[src/rtl/tmc_pkg.sv]
// Shared types, constants and register codes for the touch multi-click event detector.
`timescale 1ns / 1ps
`default_nettype none

package tmc_pkg;

  localparam int unsigned TimeBitsDefault = 32;

  localparam int unsigned CfgW   = 16;
  localparam int unsigned TouchW = 16;
  localparam int unsigned NowW   = 32;
  localparam int unsigned EventW = 3;
  localparam int unsigned CfgIdxW = 3;

  // Reset values of the configuration registers
  localparam logic [CfgW-1:0] DebounceMsRst      = 16'd50;
  localparam logic [CfgW-1:0] DoubleClickGapRst  = 16'd250;
  localparam logic [CfgW-1:0] HoldTimeMsRst      = 16'd2000;
  localparam logic [CfgW-1:0] LongHoldTimeMsRst  = 16'd3000;
  localparam logic [CfgW-1:0] TouchThresholdRst  = 16'd55;

  typedef enum logic [CfgIdxW-1:0] {
    CFG_DEBOUNCE_MS      = 3'd0,
    CFG_DOUBLE_CLICK_GAP = 3'd1,
    CFG_HOLD_TIME_MS     = 3'd2,
    CFG_LONG_HOLD_MS     = 3'd3,
    CFG_TOUCH_THRESHOLD  = 3'd4
  } cfg_idx_e;

  typedef enum logic [EventW-1:0] {
    EV_NONE         = 3'd0,
    EV_CLICK        = 3'd1,
    EV_DOUBLE_CLICK = 3'd2,
    EV_HOLD         = 3'd3,
    EV_LONG_HOLD    = 3'd4
  } event_e;

  typedef struct packed {
    logic [CfgW-1:0] debounce_ms;
    logic [CfgW-1:0] double_click_gap_ms;
    logic [CfgW-1:0] hold_time_ms;
    logic [CfgW-1:0] long_hold_time_ms;
    logic [CfgW-1:0] touch_threshold;
  } cfg_t;

endpackage

`default_nettype wire

[src/rtl/tmc_cfg_regs.sv]
// Configuration register file of the touch multi-click event detector.
`timescale 1ns / 1ps
`default_nettype none

module tmc_cfg_regs (
  input  wire logic                         clk_i,
  input  wire logic                         rst_ni,
  input  wire logic                         cfg_we_i,
  input  wire logic [tmc_pkg::CfgIdxW-1:0]  cfg_idx_i,
  input  wire logic [tmc_pkg::CfgW-1:0]     cfg_wdata_i,
  output tmc_pkg::cfg_t                     cfg_o
);

  tmc_pkg::cfg_t cfg_q, cfg_d;

  always_comb begin
    cfg_d = cfg_q;
    if (cfg_we_i) begin
      // indexes beyond the list are dropped
      unique case (cfg_idx_i)
        tmc_pkg::CFG_DEBOUNCE_MS:      cfg_d.debounce_ms         = cfg_wdata_i;
        tmc_pkg::CFG_DOUBLE_CLICK_GAP: cfg_d.double_click_gap_ms = cfg_wdata_i;
        tmc_pkg::CFG_HOLD_TIME_MS:     cfg_d.hold_time_ms        = cfg_wdata_i;
        tmc_pkg::CFG_LONG_HOLD_MS:     cfg_d.long_hold_time_ms   = cfg_wdata_i;
        tmc_pkg::CFG_TOUCH_THRESHOLD:  cfg_d.touch_threshold     = cfg_wdata_i;
        default: ;
      endcase
    end
  end

  always_ff @(posedge clk_i or negedge rst_ni) begin
    if (!rst_ni) begin
      cfg_q.debounce_ms         <= tmc_pkg::DebounceMsRst;
      cfg_q.double_click_gap_ms <= tmc_pkg::DoubleClickGapRst;
      cfg_q.hold_time_ms        <= tmc_pkg::HoldTimeMsRst;
      cfg_q.long_hold_time_ms   <= tmc_pkg::LongHoldTimeMsRst;
      cfg_q.touch_threshold     <= tmc_pkg::TouchThresholdRst;
    end else begin
      cfg_q <= cfg_d;
    end
  end

  assign cfg_o = cfg_q;

endmodule

`default_nettype wire

[src/rtl/tmc_in_stage.sv]
// Input register stage holding one sample beat ahead of the event logic.
`timescale 1ns / 1ps
`default_nettype none

module tmc_in_stage (
  input  wire logic                        clk_i,
  input  wire logic                        rst_ni,
  input  wire logic                        in_valid_i,
  output      logic                        in_ready_o,
  input  wire logic [tmc_pkg::TouchW-1:0]  touch_value_i,
  input  wire logic [tmc_pkg::NowW-1:0]    now_ms_i,
  output      logic                        s_valid_o,
  input  wire logic                        s_take_i,
  output      logic [tmc_pkg::TouchW-1:0]  s_touch_value_o,
  output      logic [tmc_pkg::NowW-1:0]    s_now_ms_o
);

  logic                       valid_q, valid_d;
  logic [tmc_pkg::TouchW-1:0] touch_q;
  logic [tmc_pkg::NowW-1:0]   now_q;
  logic                       load;

  // free slot, or the held beat leaves this cycle
  assign in_ready_o = !valid_q || s_take_i;
  assign load       = in_valid_i && in_ready_o;

  always_comb begin
    valid_d = valid_q;
    if (load) begin
      valid_d = 1'b1;
    end else if (s_take_i) begin
      valid_d = 1'b0;
    end
  end

  always_ff @(posedge clk_i or negedge rst_ni) begin
    if (!rst_ni) begin
      valid_q <= 1'b0;
    end else begin
      valid_q <= valid_d;
    end
  end

  always_ff @(posedge clk_i) begin
    if (load) begin
      touch_q <= touch_value_i;
      now_q   <= now_ms_i;
    end
  end

  assign s_valid_o       = valid_q;
  assign s_touch_value_o = touch_q;
  assign s_now_ms_o      = now_q;

endmodule

`default_nettype wire

[src/rtl/tmc_event_core.sv]
// Click, double click and hold state with the per-sample event decision.
`timescale 1ns / 1ps
`default_nettype none

module tmc_event_core #(
  parameter int unsigned TIME_BITS = tmc_pkg::TimeBitsDefault
) (
  input  wire logic                        clk_i,
  input  wire logic                        rst_ni,
  input  wire tmc_pkg::cfg_t               cfg_i,
  input  wire logic                        step_i,
  input  wire logic [tmc_pkg::TouchW-1:0]  touch_value_i,
  input  wire logic [tmc_pkg::NowW-1:0]    now_ms_i,
  output tmc_pkg::event_e                  event_o
);

  typedef logic [TIME_BITS-1:0] time_t;

  logic  last_rel_q, last_rel_d;
  time_t press_q, press_d;
  time_t release_q, release_d;
  logic  ign_q, ign_d;
  logic  single_q, single_d;
  logic  hold_q, hold_d;
  logic  long_q, long_d;
  logic  dor_q, dor_d;
  logic  dp_q, dp_d;

  time_t now_t, deb_t, gap_t, hold_t, long_t;
  time_t el_rel, el_prs, el_rel_n, el_prs_n;
  logic  released, press_ok, rel_ok;
  tmc_pkg::event_e ev;

  assign now_t  = TIME_BITS'(now_ms_i);
  assign deb_t  = TIME_BITS'(cfg_i.debounce_ms);
  assign gap_t  = TIME_BITS'(cfg_i.double_click_gap_ms);
  assign hold_t = TIME_BITS'(cfg_i.hold_time_ms);
  assign long_t = TIME_BITS'(cfg_i.long_hold_time_ms);

  assign released = !(touch_value_i < cfg_i.touch_threshold);
  assign el_rel   = now_t - release_q;
  assign el_prs   = now_t - press_q;
  assign press_ok = !released && last_rel_q && (el_rel > deb_t);
  assign rel_ok   = released && !last_rel_q && (el_prs > deb_t);
  // elapsed times against the stamps as updated by this sample's edge
  assign el_rel_n = now_t - release_d;
  assign el_prs_n = now_t - press_d;

  // edge handling
  always_comb begin
    press_d   = press_q;
    release_d = release_q;
    ign_d     = ign_q;
    single_d  = single_q;
    hold_d    = hold_q;
    long_d    = long_q;
    dor_d     = dor_q;
    dp_d      = dp_q;
    ev        = tmc_pkg::EV_NONE;

    if (press_ok) begin
      press_d  = now_t;
      ign_d    = 1'b0;
      single_d = 1'b1;
      hold_d   = 1'b0;
      long_d   = 1'b0;
      dor_d    = (el_rel < gap_t) && !dor_q && dp_q;
      dp_d     = 1'b0;
    end else if (rel_ok && !ign_q) begin
      release_d = now_t;
      if (!dor_q) begin
        dp_d = 1'b1;
      end else begin
        ev       = tmc_pkg::EV_DOUBLE_CLICK;
        dor_d    = 1'b0;
        dp_d     = 1'b0;
        single_d = 1'b0;
      end
    end
  end

  // click expiry and hold tests; later checks override earlier events
  logic  ign_f, hold_f, long_f, dor_f, dp_f;
  tmc_pkg::event_e ev_f;

  always_comb begin
    ign_f  = ign_d;
    hold_f = hold_d;
    long_f = long_d;
    dor_f  = dor_d;
    dp_f   = dp_d;
    ev_f   = ev;

    if (released && (el_rel_n >= gap_t) && dp_d && !dor_d && single_d
        && (ev != tmc_pkg::EV_DOUBLE_CLICK)) begin
      ev_f = tmc_pkg::EV_CLICK;
      dp_f = 1'b0;
    end

    if (!released && (el_prs_n >= hold_t)) begin
      if (!hold_d) begin
        ev_f   = tmc_pkg::EV_HOLD;
        ign_f  = 1'b1;
        dor_f  = 1'b0;
        dp_f   = 1'b0;
        hold_f = 1'b1;
      end
      if ((el_prs_n >= long_t) && !long_d) begin
        ev_f   = tmc_pkg::EV_LONG_HOLD;
        long_f = 1'b1;
      end
    end
  end

  assign last_rel_d = released;
  assign event_o    = ev_f;

  always_ff @(posedge clk_i or negedge rst_ni) begin
    if (!rst_ni) begin
      last_rel_q <= 1'b1;
      press_q    <= '0;
      release_q  <= '0;
      ign_q      <= 1'b0;
      single_q   <= 1'b0;
      hold_q     <= 1'b0;
      long_q     <= 1'b0;
      dor_q      <= 1'b0;
      dp_q       <= 1'b0;
    end else if (step_i) begin
      last_rel_q <= last_rel_d;
      press_q    <= press_d;
      release_q  <= release_d;
      ign_q      <= ign_f;
      single_q   <= single_d;
      hold_q     <= hold_f;
      long_q     <= long_f;
      dor_q      <= dor_f;
      dp_q       <= dp_f;
    end
  end

endmodule

`default_nettype wire

[src/rtl/touch_multi_click_event_detector_core.sv]
// Top level of the touch multi-click event detector.
`timescale 1ns / 1ps
`default_nettype none

// Touch multi-click event detector. Each input beat carries one filtered touch
// reading and the current millisecond timestamp; each produces exactly one
// output beat with an event code: none, click, double click, hold or long hold.
// A reading below touch_threshold counts as pressed. Edges are debounced
// against the time since the last press or release, and all time differences
// wrap modulo 2^TIME_BITS. One sample is taken every clock cycle when the
// output is not stalled; a beat passes the input register, then the event logic
// into the result register. The event state updates in the same cycle as the
// decision, which is what lets the next sample follow directly. Configuration
// is written through a plain write port (index 0..4 as listed in the package,
// others ignored), by the user only while the block is idle (not enforced).

module touch_multi_click_event_detector_core #(
  parameter int unsigned TIME_BITS = tmc_pkg::TimeBitsDefault
) (
  input  wire logic                         clk_i,
  input  wire logic                         rst_ni,
  // configuration write port
  input  wire logic                         cfg_we_i,
  input  wire logic [tmc_pkg::CfgIdxW-1:0]  cfg_idx_i,
  input  wire logic [tmc_pkg::CfgW-1:0]     cfg_wdata_i,
  // sample channel
  input  wire logic                         in_valid_i,
  output      logic                         in_ready_o,
  input  wire logic [tmc_pkg::TouchW-1:0]   touch_value_i,
  input  wire logic [tmc_pkg::NowW-1:0]     now_ms_i,
  // event channel
  output      logic                         out_valid_o,
  input  wire logic                         out_ready_i,
  output      logic [tmc_pkg::EventW-1:0]   event_code_o
);

  tmc_pkg::cfg_t               cfg;
  logic                        s_valid;
  logic                        s_take;
  logic [tmc_pkg::TouchW-1:0]  s_touch;
  logic [tmc_pkg::NowW-1:0]    s_now;
  tmc_pkg::event_e             ev;

  logic                        out_valid_q, out_valid_d;
  logic [tmc_pkg::EventW-1:0]  event_q;

  tmc_cfg_regs u_cfg (
    .clk_i       (clk_i),
    .rst_ni      (rst_ni),
    .cfg_we_i    (cfg_we_i),
    .cfg_idx_i   (cfg_idx_i),
    .cfg_wdata_i (cfg_wdata_i),
    .cfg_o       (cfg)
  );

  tmc_in_stage u_in (
    .clk_i           (clk_i),
    .rst_ni          (rst_ni),
    .in_valid_i      (in_valid_i),
    .in_ready_o      (in_ready_o),
    .touch_value_i   (touch_value_i),
    .now_ms_i        (now_ms_i),
    .s_valid_o       (s_valid),
    .s_take_i        (s_take),
    .s_touch_value_o (s_touch),
    .s_now_ms_o      (s_now)
  );

  // The held sample is processed once the result register is free or its
  // beat is taken in this same cycle.
  assign s_take = s_valid && (!out_valid_q || out_ready_i);

  tmc_event_core #(
    .TIME_BITS (TIME_BITS)
  ) u_core (
    .clk_i         (clk_i),
    .rst_ni        (rst_ni),
    .cfg_i         (cfg),
    .step_i        (s_take),
    .touch_value_i (s_touch),
    .now_ms_i      (s_now),
    .event_o       (ev)
  );

  always_comb begin
    out_valid_d = out_valid_q;
    if (s_take) begin
      out_valid_d = 1'b1;
    end else if (out_ready_i) begin
      out_valid_d = 1'b0;
    end
  end

  always_ff @(posedge clk_i or negedge rst_ni) begin
    if (!rst_ni) begin
      out_valid_q <= 1'b0;
    end else begin
      out_valid_q <= out_valid_d;
    end
  end

  always_ff @(posedge clk_i) begin
    if (s_take) begin
      event_q <= ev;
    end
  end

  assign out_valid_o  = out_valid_q;
  assign event_code_o = event_q;

endmodule

`default_nettype wire
[config.mk]
export PLATFORM = sky130hd
export DESIGN_NAME = touch_multi_click_event_detector_core
export DESIGN_NICKNAME = d
export VERILOG_FILES = /design/src/rtl/tmc_pkg.sv /design/src/rtl/tmc_cfg_regs.sv /design/src/rtl/tmc_in_stage.sv /design/src/rtl/tmc_event_core.sv /design/src/rtl/touch_multi_click_event_detector_core.sv
export SDC_FILE = /design/constraint.sdc
export NUM_CORES = 1
export LEC_CHECK = 0
export ABC_AREA = 0
export BUFFER_PORTS_ARGS = -buffer_cell sky130_fd_sc_hd__buf_4
export CORE_AREA = 2 2 277 197
export DETAILED_ROUTE_END_ITERATION = 8
export DIE_AREA = 0 0 279 199
export GPL_ROUTABILITY_DRIVEN = 0
export HOLD_SLACK_MARGIN = 0.06
export MAX_ROUTING_LAYER = met4
export PLACE_DENSITY_LB_ADDON = 0.2
export SLEW_MARGIN = 20
export SYNTH_ARGS = -nofsm -noshare
export SYNTH_HDL_FRONTEND = slang
export SYNTH_HIERARCHICAL = 1
export SYNTH_SLANG_ARGS = --single-unit
[constraint.sdc]
create_clock -name clk_i -period 21 [get_ports clk_i]
set_input_delay 1.05 -clock clk_i [delete_from_list [all_inputs] [get_ports clk_i]]
set_output_delay 1.05 -clock clk_i [all_outputs]
set_load 0.02 [all_outputs]
==> results.py, run 1 <==
metrics = {
    "run_status": {
        "outcome": "complete, no violations",
    },
    "timing": {
        "fin_skew_ps": 23.8,
        "hold_viol": 0,
        "slew_headroom_pct": 27.4,
        "rsz0062_at_grt": "false",
        "min_period_over_period_pct": 54.5,
        "worst_slack_ps": 9560,
        "finalCriticalPeriod_ps": 11440,
        "final_max_slew_viol_count": 0,
        "setup_viol": 0,
        "fmax_ghz": 0.0874,
        "tightest_slew_ps": 1070,
        "tns_ps": 0,
    },
    "power_and_ir_drop": {
        "ir_worst_vdd_v": 0.0000822,
        "leakage_nw": 9.34,
        "power_density_mw_per_mm2": 170,
    },
    "place": {
        "placed_cell_area_mm2": 0.0200,
        "place.detailed.hpwl_mm": 49.2,
        "post-place-ws_ps": 9830,
        "place_inst": 2847,
        "portBuffers": 76,
    },
    "cts": {
        "cts_root_buf": "clkbuf_16",
        "cts_made_buffers": 25,
        "clock_path_buffers": 3,
        "ctsHtreeMaxLevel": 1,
        "cts.reportedPaths.clkPinSlew_ps": 60,
        "cts_sinks": 204,
        "holdBufCountCts": 0,
        "clk_latency_ps": 570,
        "cts_tree": "done",
        "ctsResizeCount": 0,
        "cts_setup_buffers": 0,
    },
    "global_routing": {
        "grt_use_total_pct": 22.5,
        "grt_pass1_vias": 16012,
        "grt_first_pass_wirelength_mm": 93.8,
        "grt_antenna_before_repair": 1,
        "grt_max_degree": 109,
        "overflow": 0,
    },
    "synth": {
        "syn_avg_cell_area_um2": 8.78,
        "synth.area.top_cells": "dfrtp_1 17%, ha_1 15%, mux2_2 8.4%, edfxtp_1 8.1%, a21oi_1 5.5%",
        "async_flop_share_pct": 75.0,
        "synthDistinctLibCells": 98,
        "syn_nets": 2449,
        "synth_edf_count": 51,
        "ys_seq_area_share_pct": 28.7,
        "syn-cell-area_mm2": 0.0188,
        "synth_ff_type": "dfrtp_1",
        "synth.top_cell.area_share_pct": 16.6,
        "ys_seq_elements": 204,
        "syn_inst": 2142,
        "yosysWarningCount": 6,
        "synth_area_leader_cell": "dfrtp_1",
    },
    "hold_path": {
        "hp-class": "register to register",
        "hold-path-cell-count": 2,
        "hp-start": "u_core/press_q[8]$_DFFE_PN0P_",
        "hold_end": "u_core/press_q[8]$_DFFE_PN0P_",
    },
    "route": {
        "vias_per_cell": 5.79,
        "avgRoutedWirePerCell_um": 21.2,
        "route.detailed.drc": 0,
        "drt_iter0_markers": 1700,
        "vias": 16770,
        "detail-route-antenna-nets": 0,
        "routed_wirelength_mm": 61.3,
        "firstDrtPassIters": 6,
    },
    "critical_path": {
        "ff2ff_setup_slack_ps": 9560,
        "slowest_delay_ps": 640,
        "cpMaxStageDelayCell": "nor4_1",
        "reg2reg_depth": 46,
        "r2r_end": "event_code_o[0]$_DFFE_PP_",
        "crit_arrival_ps": 11710,
        "end_kind": "register",
        "worst-setup-path-type": "register to register",
        "cp-start-kind": "register",
        "cp_max_fo": 56,
        "crit_top_cell": "nor2_1",
        "cp_data_required_time_ps": 21270,
        "timing.rr.start": "u_in/s_now_ms_o[7]$_DFFE_PP_",
    },
    "cells_and_area": {
        "nets": 2488,
        "final_layout_size_suffix_gt1_share_pct": 15.4,
        "area_growth_pct": 10.9,
        "final_cell_mix": "231 x ha_1, 204 x a21oi_1, 198 x inv_1",
        "final_area_mm2": 0.0209,
        "final_cells": 2894,
        "final_util_pct": 39.3,
        "final_common_cell": "ha_1",
    },
    "floorplan": {
        "coreArea_mm2": 0.0530,
        "chipHeight_um": 199,
        "die_w_um": 279,
        "row_count": 71,
        "ios": 77,
        "dieArea_mm2": 0.0555,
        "initial_core_util_pct": 35.5,
    },
    "job": {
        "max_cap_viol_count": 0,
    },
}
cell usage after synthesis (all sizes together) (8+ instances only):
cell and n:
ha 231, a21oi 205, inv 198, nor2 188, mux2 141, nand2 127
dfrtp 125, o21ai 112, a21o 81, clkbuf 54, edfxtp 51, o21a 46
xnor2 46, nand4 39, nand3 38, nor3 36, dfstp 28, nor2b 26
xor2 24, o21bai 23, buf 21, nand2b 19, a211oi 18, o211ai 18
a31oi 17, o2111ai 14, o31ai 14, and2 11, and3 11, mux2i 11
nor4 11, o221ai 9, a211o 8
power breakdown:
part	switching, W	internal [W]
registers	0.0000717	0.000528
clock network	0.000185	0.000251
logic	0.00153	0.000981
kinds of logic after synthesis:
family / count (synthesis) / synth area share, %
and+or+nand+nor: 556 / 14.6
xor gates and xnor gates: 70 / 3.26
muxes: 152 / 9.03
AOI/OAI and AO/OA: 651 / 22.7
adders and majority gates: 236 / 15.8
DFF: 204 / 28.7
buffers and inverters: 273 / 5.85
flip-flops by register name (all words and copies together) (netlist names):
name and count:
event_code_o 3, out_valid_o 1, u_cfg/cfg_o 80, u_core/dor_q 1
u_core/dp_q 1, u_core/hold_q 1, u_core/ign_q 1, u_core/last_rel_q 1
u_core/long_q 1, u_core/press_q 32, u_core/release_q 32, u_core/single_q 1
u_in/s_now_ms_o 32, u_in/s_touch_value_o 16, u_in/s_valid_o 1
final cells by class:
| class | instances | area, um^2 |
|---|---|---|
| Clock inverter | 14 | 124 |
| Timing Repair Buffer | 87 | 663 |
| Fill cell | 5297 | 32200 |
| Multi-Input combinational cell | 1665 | 12400 |
| Antenna cell | 1 | 2.50 |
| Inverter | 198 | 743 |
| Tap cell | 693 | 867 |
| Clock buffer | 32 | 703 |
| Sequential cell | 204 | 5400 |
through the flow:
step | hold slack (ps) | power [W]
2_1_floorplan | 450 | 0.00236
3_3_place_gp | 463 | 0.00299
3_5_place_dp | 479 | 0.00303
4_1_cts | 493 | 0.00350
5_1_grt | 509 | 0.00383
6_report | 485 | 0.00354
worst max-delay path: cells and delay by family (launching register included):
family                   cells  cell delay [ps]
adder cells (fa/ha/maj)      4             1420
flip-flops                   1              600
multiplexers                 1               90
buffers and inverters        1              370
AND/OR/NAND/NOR             16             3280
XOR/XNOR                     2              300
AO/OA/AOI/OAI               22             5060
how the worst max path moves through the flow:
stage,startpoint,to,slack (ps),cells past startpoint
floorplan,u_in/s_now_ms_o[4]$_DFFE_PP_,event_code_o[0]$_DFFE_PP_,11560,47
global placement,u_in/s_now_ms_o[7]$_DFFE_PP_,event_code_o[0]$_DFFE_PP_,10220,46
detailed placement,u_in/s_now_ms_o[7]$_DFFE_PP_,event_code_o[0]$_DFFE_PP_,9830,46
CTS,u_in/s_now_ms_o[7]$_DFFE_PP_,event_code_o[0]$_DFFE_PP_,9790,46
global route,u_in/s_now_ms_o[7]$_DFFE_PP_,event_code_o[0]$_DFFE_PP_,8740,46
finish,u_in/s_now_ms_o[7]$_DFFE_PP_,event_code_o[0]$_DFFE_PP_,9560,46
routing by layer:
layer / part of all wire (%) / global-route usage [%] / vias up
met3: 8.4 / 3.71 / 65
met5: 0 / - / -
met4: 1.7 / 3.76 / 0
met2: 39 / 30.8 / 641
li1: - / - / 7942
met1: 51 / 34.4 / 8122
(Power assumes the default switching activity.)
==> run 2: changes to the inputs <==
==> constraint.sdc (replaced) <==
create_clock -name clk_i -period 11.49 [get_ports clk_i]
set_input_delay 0.5745 -clock clk_i [delete_from_list [all_inputs] [get_ports clk_i]]
set_output_delay 0.5745 -clock clk_i [all_outputs]
set_load 0.02 [all_outputs]
==> run 2 against run 1 <==
Utilization is 0.43 points higher. Design area is 1.1% higher. Sequential share of layout area is 0.28 points lower. Register-to-register slack worse by 9000 ps. Clock skew is 3.1 ps lower. Wire length is 1.3% higher. Via count is 0.92% higher. Clock power is 90% higher. Sequential power is 80% higher. Total power is 85% higher. Fmax is 4.8% higher. Global-route usage is 0.26 points higher. Highest routed layer unchanged.
==> results.py, run 2 (synthesis results as in run 1) <==
metrics = {
    "run_status": {
        "outcome": "complete, no violations",
    },
    "route": {
        "vias": 16925,
        "vias_per_cell": 5.80,
        "detail-route-antenna-nets": 0,
        "route.detailed.drc": 0,
        "avgRoutedWirePerCell_um": 21.3,
        "firstDrtPassIters": 6,
        "drt_iter0_markers": 1636,
        "routed_wirelength_mm": 62.1,
    },
    "global_routing": {
        "grt_use_total_pct": 22.7,
        "globalRoute.busiestLayer": "met1",
        "overflow": 0,
        "grt_antenna_before_repair": 0,
        "grt_first_pass_wirelength_mm": 95.0,
        "met2_usage_pct": 30.5,
        "grt_pass1_vias": 15909,
        "grtUsageMet1_pct": 35.3,
        "grt_max_degree": 88,
        "grt_util_met3_pct": 4.10,
    },
    "cts": {
        "clock_path_buffers": 3,
        "cts_sinks": 204,
        "cts_tree": "done",
        "cts.reportedPaths.clkPinSlew_ps": 60,
        "cts_root_buf": "clkbuf_16",
        "clk_latency_ps": 570,
        "ctsHtreeMaxLevel": 1,
        "cts_made_buffers": 25,
        "holdBufCountCts": 0,
    },
    "power_and_ir_drop": {
        "totalPowerFinal_w": 0.00657,
        "p_int_w": 0.00326,
        "pwr-share-seq_pct": 16.5,
        "ir_worst_vdd_v": 0.000130,
        "p_switching_w": 0.00331,
        "p_comb_share_pct": 70.9,
        "power_density_mw_per_mm2": 311,
        "clockPowerShare_pct": 12.6,
        "leakage_nw": 9.46,
        "swShare_pct": 50.3,
    },
    "timing": {
        "min_period_over_period_pct": 95.0,
        "fin_skew_ps": 20.8,
        "finalCriticalPeriod_ps": 10920,
        "final_max_slew_viol_count": 0,
        "hold_viol": 0,
        "tns_ps": 0,
        "tightest_slew_ps": 1080,
        "setup_viol": 0,
        "fmax_ghz": 0.0916,
        "slew_headroom_pct": 28.0,
    },
    "cells_and_area": {
        "largest_reg_flops": 80,
        "final_cell_mix": "231 x ha_1, 203 x a21oi_1, 198 x inv_1",
        "final_layout_size_suffix_gt1_share_pct": 16.4,
        "diodes": 0,
        "final_area_mm2": 0.0211,
        "area_growth_pct": 12.1,
        "final_common_cell": "ha_1",
        "nets": 2512,
    },
    "critical_path": {
        "cp-start-kind": "register",
        "crit_cells": 47,
        "reg2reg_depth": 47,
        "slowest_delay_ps": 530,
        "end_kind": "register",
        "cp_data_required_time_ps": 11810,
        "crit_top_cell": "a21o_1",
        "critPathTopFamily": "compound AO/OA/AOI/OAI gates",
        "cp_max_fo": 9,
        "crit_arrival_ps": 11240,
        "worst-setup-path-type": "register to register",
        "cp.buffers_inverters": 1,
        "cpMaxStageDelayCell": "edfxtp_1",
    },
    "floorplan": {
        "chipHeight_um": 199,
        "initial_core_util_pct": 35.5,
        "dieArea_mm2": 0.0555,
        "die_w_um": 279,
        "coreArea_mm2": 0.0530,
        "ios": 77,
        "row_count": 71,
    },
    "place": {
        "place.detailed.hpwl_mm": 49.4,
        "placed_cell_area_mm2": 0.0201,
        "portBuffers": 76,
    },
    "job": {
        "max_cap_viol_count": 0,
    },
    "hold_path": {
        "hp-class": "input port to asynchronous set/reset pin",
    },
}
==> run 2: worst paths after layout <==
kind	start	endpoint	slack, ps
max	u_in/s_now_ms_o[4]$_DFFE_PP_	event_code_o[0]$_DFFE_PP_	570
min	rst_ni	u_cfg/cfg_o[37]$_DFFE_PN0P_	70
max reg2reg	u_in/s_now_ms_o[4]$_DFFE_PP_	event_code_o[0]$_DFFE_PP_	570
min reg2reg	u_core/press_q[7]$_DFFE_PN0P_	u_core/press_q[7]$_DFFE_PN0P_	480
max in group asynchronous	rst_ni	u_core/press_q[19]$_DFFE_PN0P_	9930
min in group clk_i	touch_value_i[1]	u_in/s_touch_value_o[1]$_DFFE_PP_	180
==> run 2: final cells by class <==
class                   instances  area [um^2]
clock buffers                  31          668
well taps                     693          867
inverters                     198          743
fillers                      5263        32000
repair buffers                111          837
clock inverters                15          174
multi-input cells            1665        12400
flip-flops and latches        204         5400
==> run 2: per-stage QoR <==
| stage | cells | setup slack [ps] | util, % | hold WS (ps) |
|---|---|---|---|---|
| 3_5_place_dp | 2862 | 312 | 38.0 | 470 |
| 2_1_floorplan | 2142 | 2050 | - | 279 |
| 4_1_cts | 2908 | 236 | 39.5 | 96.6 |
| 3_3_place_gp | 2860 | 764 | 37.9 | 462 |
| 6_report | 2917 | 571 | 39.8 | 65.8 |
| 5_1_grt | 2917 | -46.8 | 39.8 | 121 |
==> run 2: routing by layer <==
layer	up-vias	share of wire, %
met1	8151	51
met5	-	0
met3	64	9.1
li1	7968	-
met2	742	39
met4	0	1.3
==> run 2: repair_timing <==
action / CTS / global route
endpoints found under the setup margin: 0 / 2
buffers inserted: 0 / 9
gates resized for setup: 0 / 9
==> run 2: worst reg2reg max path, delay by kind of cell (launching register included) <==
kind / cells / cell delay, ps
flip-flops: 1 / 530
adder cells (fa/ha/maj): 5 / 1680
multiplexers: 1 / 90
buffers and inverters: 1 / 70
XOR/XNOR: 2 / 350
AO/OA/AOI/OAI: 23 / 5050
AND/OR/NAND/NOR: 15 / 2940
==> run 2: power groups by stage <==
| stage | clock network (W) | logic (W) | registers (W) |
|---|---|---|---|
| finish | 0.000827 | 0.00466 | 0.00108 |
| global route | 0.000879 | 0.00511 | 0.00111 |
| CTS | 0.000849 | 0.00450 | 0.00108 |
| detailed placement | 0 | 0.00447 | 0.00109 |
| global placement | 0 | 0.00441 | 0.00108 |
| floorplan | 0 | 0.00325 | 0.00107 |
==> run 3: changes to the inputs <==
--- a/config.mk
+++ b/config.mk
@@ -7,13 +7,14 @@
 export LEC_CHECK = 0
 export ABC_AREA = 0
 export BUFFER_PORTS_ARGS = -buffer_cell sky130_fd_sc_hd__buf_4
-export CORE_AREA = 2 2 277 197
+export CORE_AREA = 2 2 232 234
 export DETAILED_ROUTE_END_ITERATION = 8
-export DIE_AREA = 0 0 279 199
+export DIE_AREA = 0 0 234 236
 export GPL_ROUTABILITY_DRIVEN = 0
 export HOLD_SLACK_MARGIN = 0.06
 export MAX_ROUTING_LAYER = met4
 export PLACE_DENSITY_LB_ADDON = 0.2
+export REMOVE_ABC_BUFFERS = 1
 export SLEW_MARGIN = 20
 export SYNTH_ARGS = -nofsm -noshare
 export SYNTH_HDL_FRONTEND = slang
==> constraint.sdc (replaced) <==
create_clock -name clk_i -period 11.1 [get_ports clk_i]
set_input_delay 0.555 -clock clk_i [delete_from_list [all_inputs] [get_ports clk_i]]
set_output_delay 0.555 -clock clk_i [all_outputs]
set_load 0.02 [all_outputs]
==> run 3 against run 2 <==
Die area shrank 0.53%. Critical endpoint unchanged. Utilization grew 0.19 points. Global-route usage shrank 0.21 points. Largest cell class unchanged. Combinational power grew 2%. Worst setup slack gained 210 ps. Critical path depth shrank 2. Wire length shrank 2.3%. First-iteration DRC count shrank 19%. Total power grew 2.7%. Clock power grew 5.0%. Sequential power grew 4%.
==> results.py, run 3 (synthesis results as in run 1) <==
metrics = {
    "run_status": {
        "outcome": "complete, no violations",
    },
    "power_and_ir_drop": {
        "ir_worst_vdd_v": 0.000140,
        "p_int_w": 0.00342,
        "p_switching_w": 0.00332,
        "clockPowerShare_pct": 12.9,
        "power_density_mw_per_mm2": 318,
        "swShare_pct": 49.2,
        "totalPowerFinal_w": 0.00674,
        "leakage_nw": 9.51,
        "p_comb_share_pct": 70.5,
        "pwr-share-seq_pct": 16.6,
    },
    "timing": {
        "fin_skew_ps": 20.7,
        "hold_viol": 0,
        "finalCriticalPeriod_ps": 10320,
        "slew_headroom_pct": 36.7,
        "final_max_slew_viol_count": 0,
        "setup_viol": 0,
        "min_period_over_period_pct": 93.0,
        "worst_slack_ps": 781,
        "tightest_slew_ps": 947,
        "fmax_ghz": 0.0969,
    },
    "global_routing": {
        "grt_antenna_before_repair": 0,
        "grt_max_degree": 96,
        "overflow": 0,
        "grt_pass1_vias": 16553,
        "grt_use_total_pct": 22.5,
        "grt_first_pass_wirelength_mm": 94.6,
    },
    "critical_path": {
        "cp_data_required_time_ps": 11420,
        "worst-setup-path-type": "register to register",
        "crit_top_cell": "a21o_1",
        "crit_start": "u_in/s_now_ms_o[12]$_DFFE_PP_",
        "crit_arrival_ps": 10640,
        "cpMaxStageDelayCell": "edfxtp_1",
        "timing.rr.start": "u_in/s_now_ms_o[12]$_DFFE_PP_",
        "end_kind": "register",
        "slowest_delay_ps": 560,
        "cp_max_fo": 8,
        "cp-start-kind": "register",
    },
    "route": {
        "drt_iter0_markers": 1328,
        "detail-route-antenna-nets": 0,
        "routed_wirelength_mm": 60.7,
        "avgRoutedWirePerCell_um": 20.7,
        "vias_per_cell": 5.76,
        "firstDrtPassIters": 5,
        "route.detailed.drc": 0,
        "vias": 16868,
    },
    "cts": {
        "clock_path_buffers": 3,
        "clk_latency_ps": 570,
        "cts_tree": "done",
        "cts_root_buf": "clkbuf_16",
        "holdBufCountCts": 0,
        "cts_made_buffers": 25,
        "cts_sinks": 204,
        "cts.reportedPaths.clkPinSlew_ps": 60,
        "ctsHtreeMaxLevel": 1,
    },
    "cells_and_area": {
        "final_cell_mix": "227 x ha_1, 202 x a21oi_1, 198 x inv_1",
        "largest_reg_flops": 80,
        "area_growth_pct": 12.7,
        "final_common_cell": "ha_1",
        "diodes": 0,
        "final_area_mm2": 0.0212,
        "nets": 2519,
        "final_layout_size_suffix_gt1_share_pct": 17.0,
    },
    "place": {
        "portBuffers": 76,
        "place.detailed.hpwl_mm": 48.2,
        "placed_cell_area_mm2": 0.0202,
        "post-place-ws_ps": 599,
    },
    "floorplan": {
        "ios": 77,
        "die_w_um": 234,
        "row_count": 85,
        "initial_core_util_pct": 35.4,
        "coreArea_mm2": 0.0531,
        "dieArea_mm2": 0.0552,
        "chipHeight_um": 236,
    },
    "hold_path": {
        "hp-class": "input port to asynchronous set/reset pin",
    },
    "job": {
        "max_cap_viol_count": 0,
    },
}
-- run 3: worst paths after layout --
check	slack (ps)	cells past startpoint	endpoint
min in group clk_i	160	1	u_in/s_touch_value_o[11]$_DFFE_PP_
max in group asynchronous	9580	2	u_core/press_q[21]$_DFFE_PN0P_
hold reg to reg	480	2	u_core/release_q[1]$_DFFE_PN0P_
setup / recovery	780	45	event_code_o[0]$_DFFE_PP_
hold / removal	80	1	u_cfg/cfg_o[3]$_DFFE_PN0P_
setup reg to reg	780	45	event_code_o[0]$_DFFE_PP_
-- run 3: power by group through the flow --
stage	Clock (W)	Sequential, W	Combinational [W]
after floorplan	0	0.00110	0.00334
after global placement	0	0.00113	0.00453
after detailed placement	0	0.00114	0.00458
after CTS	0.000892	0.00112	0.00461
after global routing	0.000920	0.00115	0.00526
final	0.000868	0.00112	0.00475
-- run 3: timing repair --
item	4_1_cts	5_1_grt
hold endpoints to repair	0	0
gates resized for setup	0	19
setup buffers	0	13
endpoints found under the setup margin	0	2
-- run 3: metal layers --
metal / part of all wire [%] / track usage, % / vias up / wire length, um
li1: - / - / 7988 / -
met1: 47 / 31.7 / 8200 / 28600
met2: 44 / 34.0 / 565 / 26900
met3: 5.3 / 2.19 / 115 / 3210
met4: 3.1 / 6.98 / 0 / 1900
met5: 0 / - / - / 0
-- run 3: final cells by class --
cell class,count,area (um^2)
fill,5267,31900
clock inverter,11,130
sequential,204,5400
timing repair buffer,118,890
inverter,198,743
multi-input combinational,1665,12400
clock buffer,35,744
tap,696,871
-- run 3: metrics by stage --
step / util (%) / hold WS (ps) / TNS, ps / instances
2_1_floorplan: - / 259 / 0 / 2067
3_3_place_gp: 38.0 / 465 / 0 / 2867
3_5_place_dp: 38.0 / 474 / 0 / 2867
4_1_cts: 39.6 / 121 / 0 / 2913
5_1_grt: 39.9 / 136 / -64.2 / 2927
6_report: 39.9 / 76.6 / 0 / 2927
-- run 3: worst max-delay path, delay by kind of cell (launching register included) --
family / cells / cell delay [ps]
and+or+nand+nor: 11 / 2340
DFF: 1 / 560
AOI/OAI and AO/OA: 25 / 5090
muxes: 1 / 130
adders and majority gates: 5 / 1570
xor gates and xnor gates: 2 / 310
buffers and inverters: 1 / 60
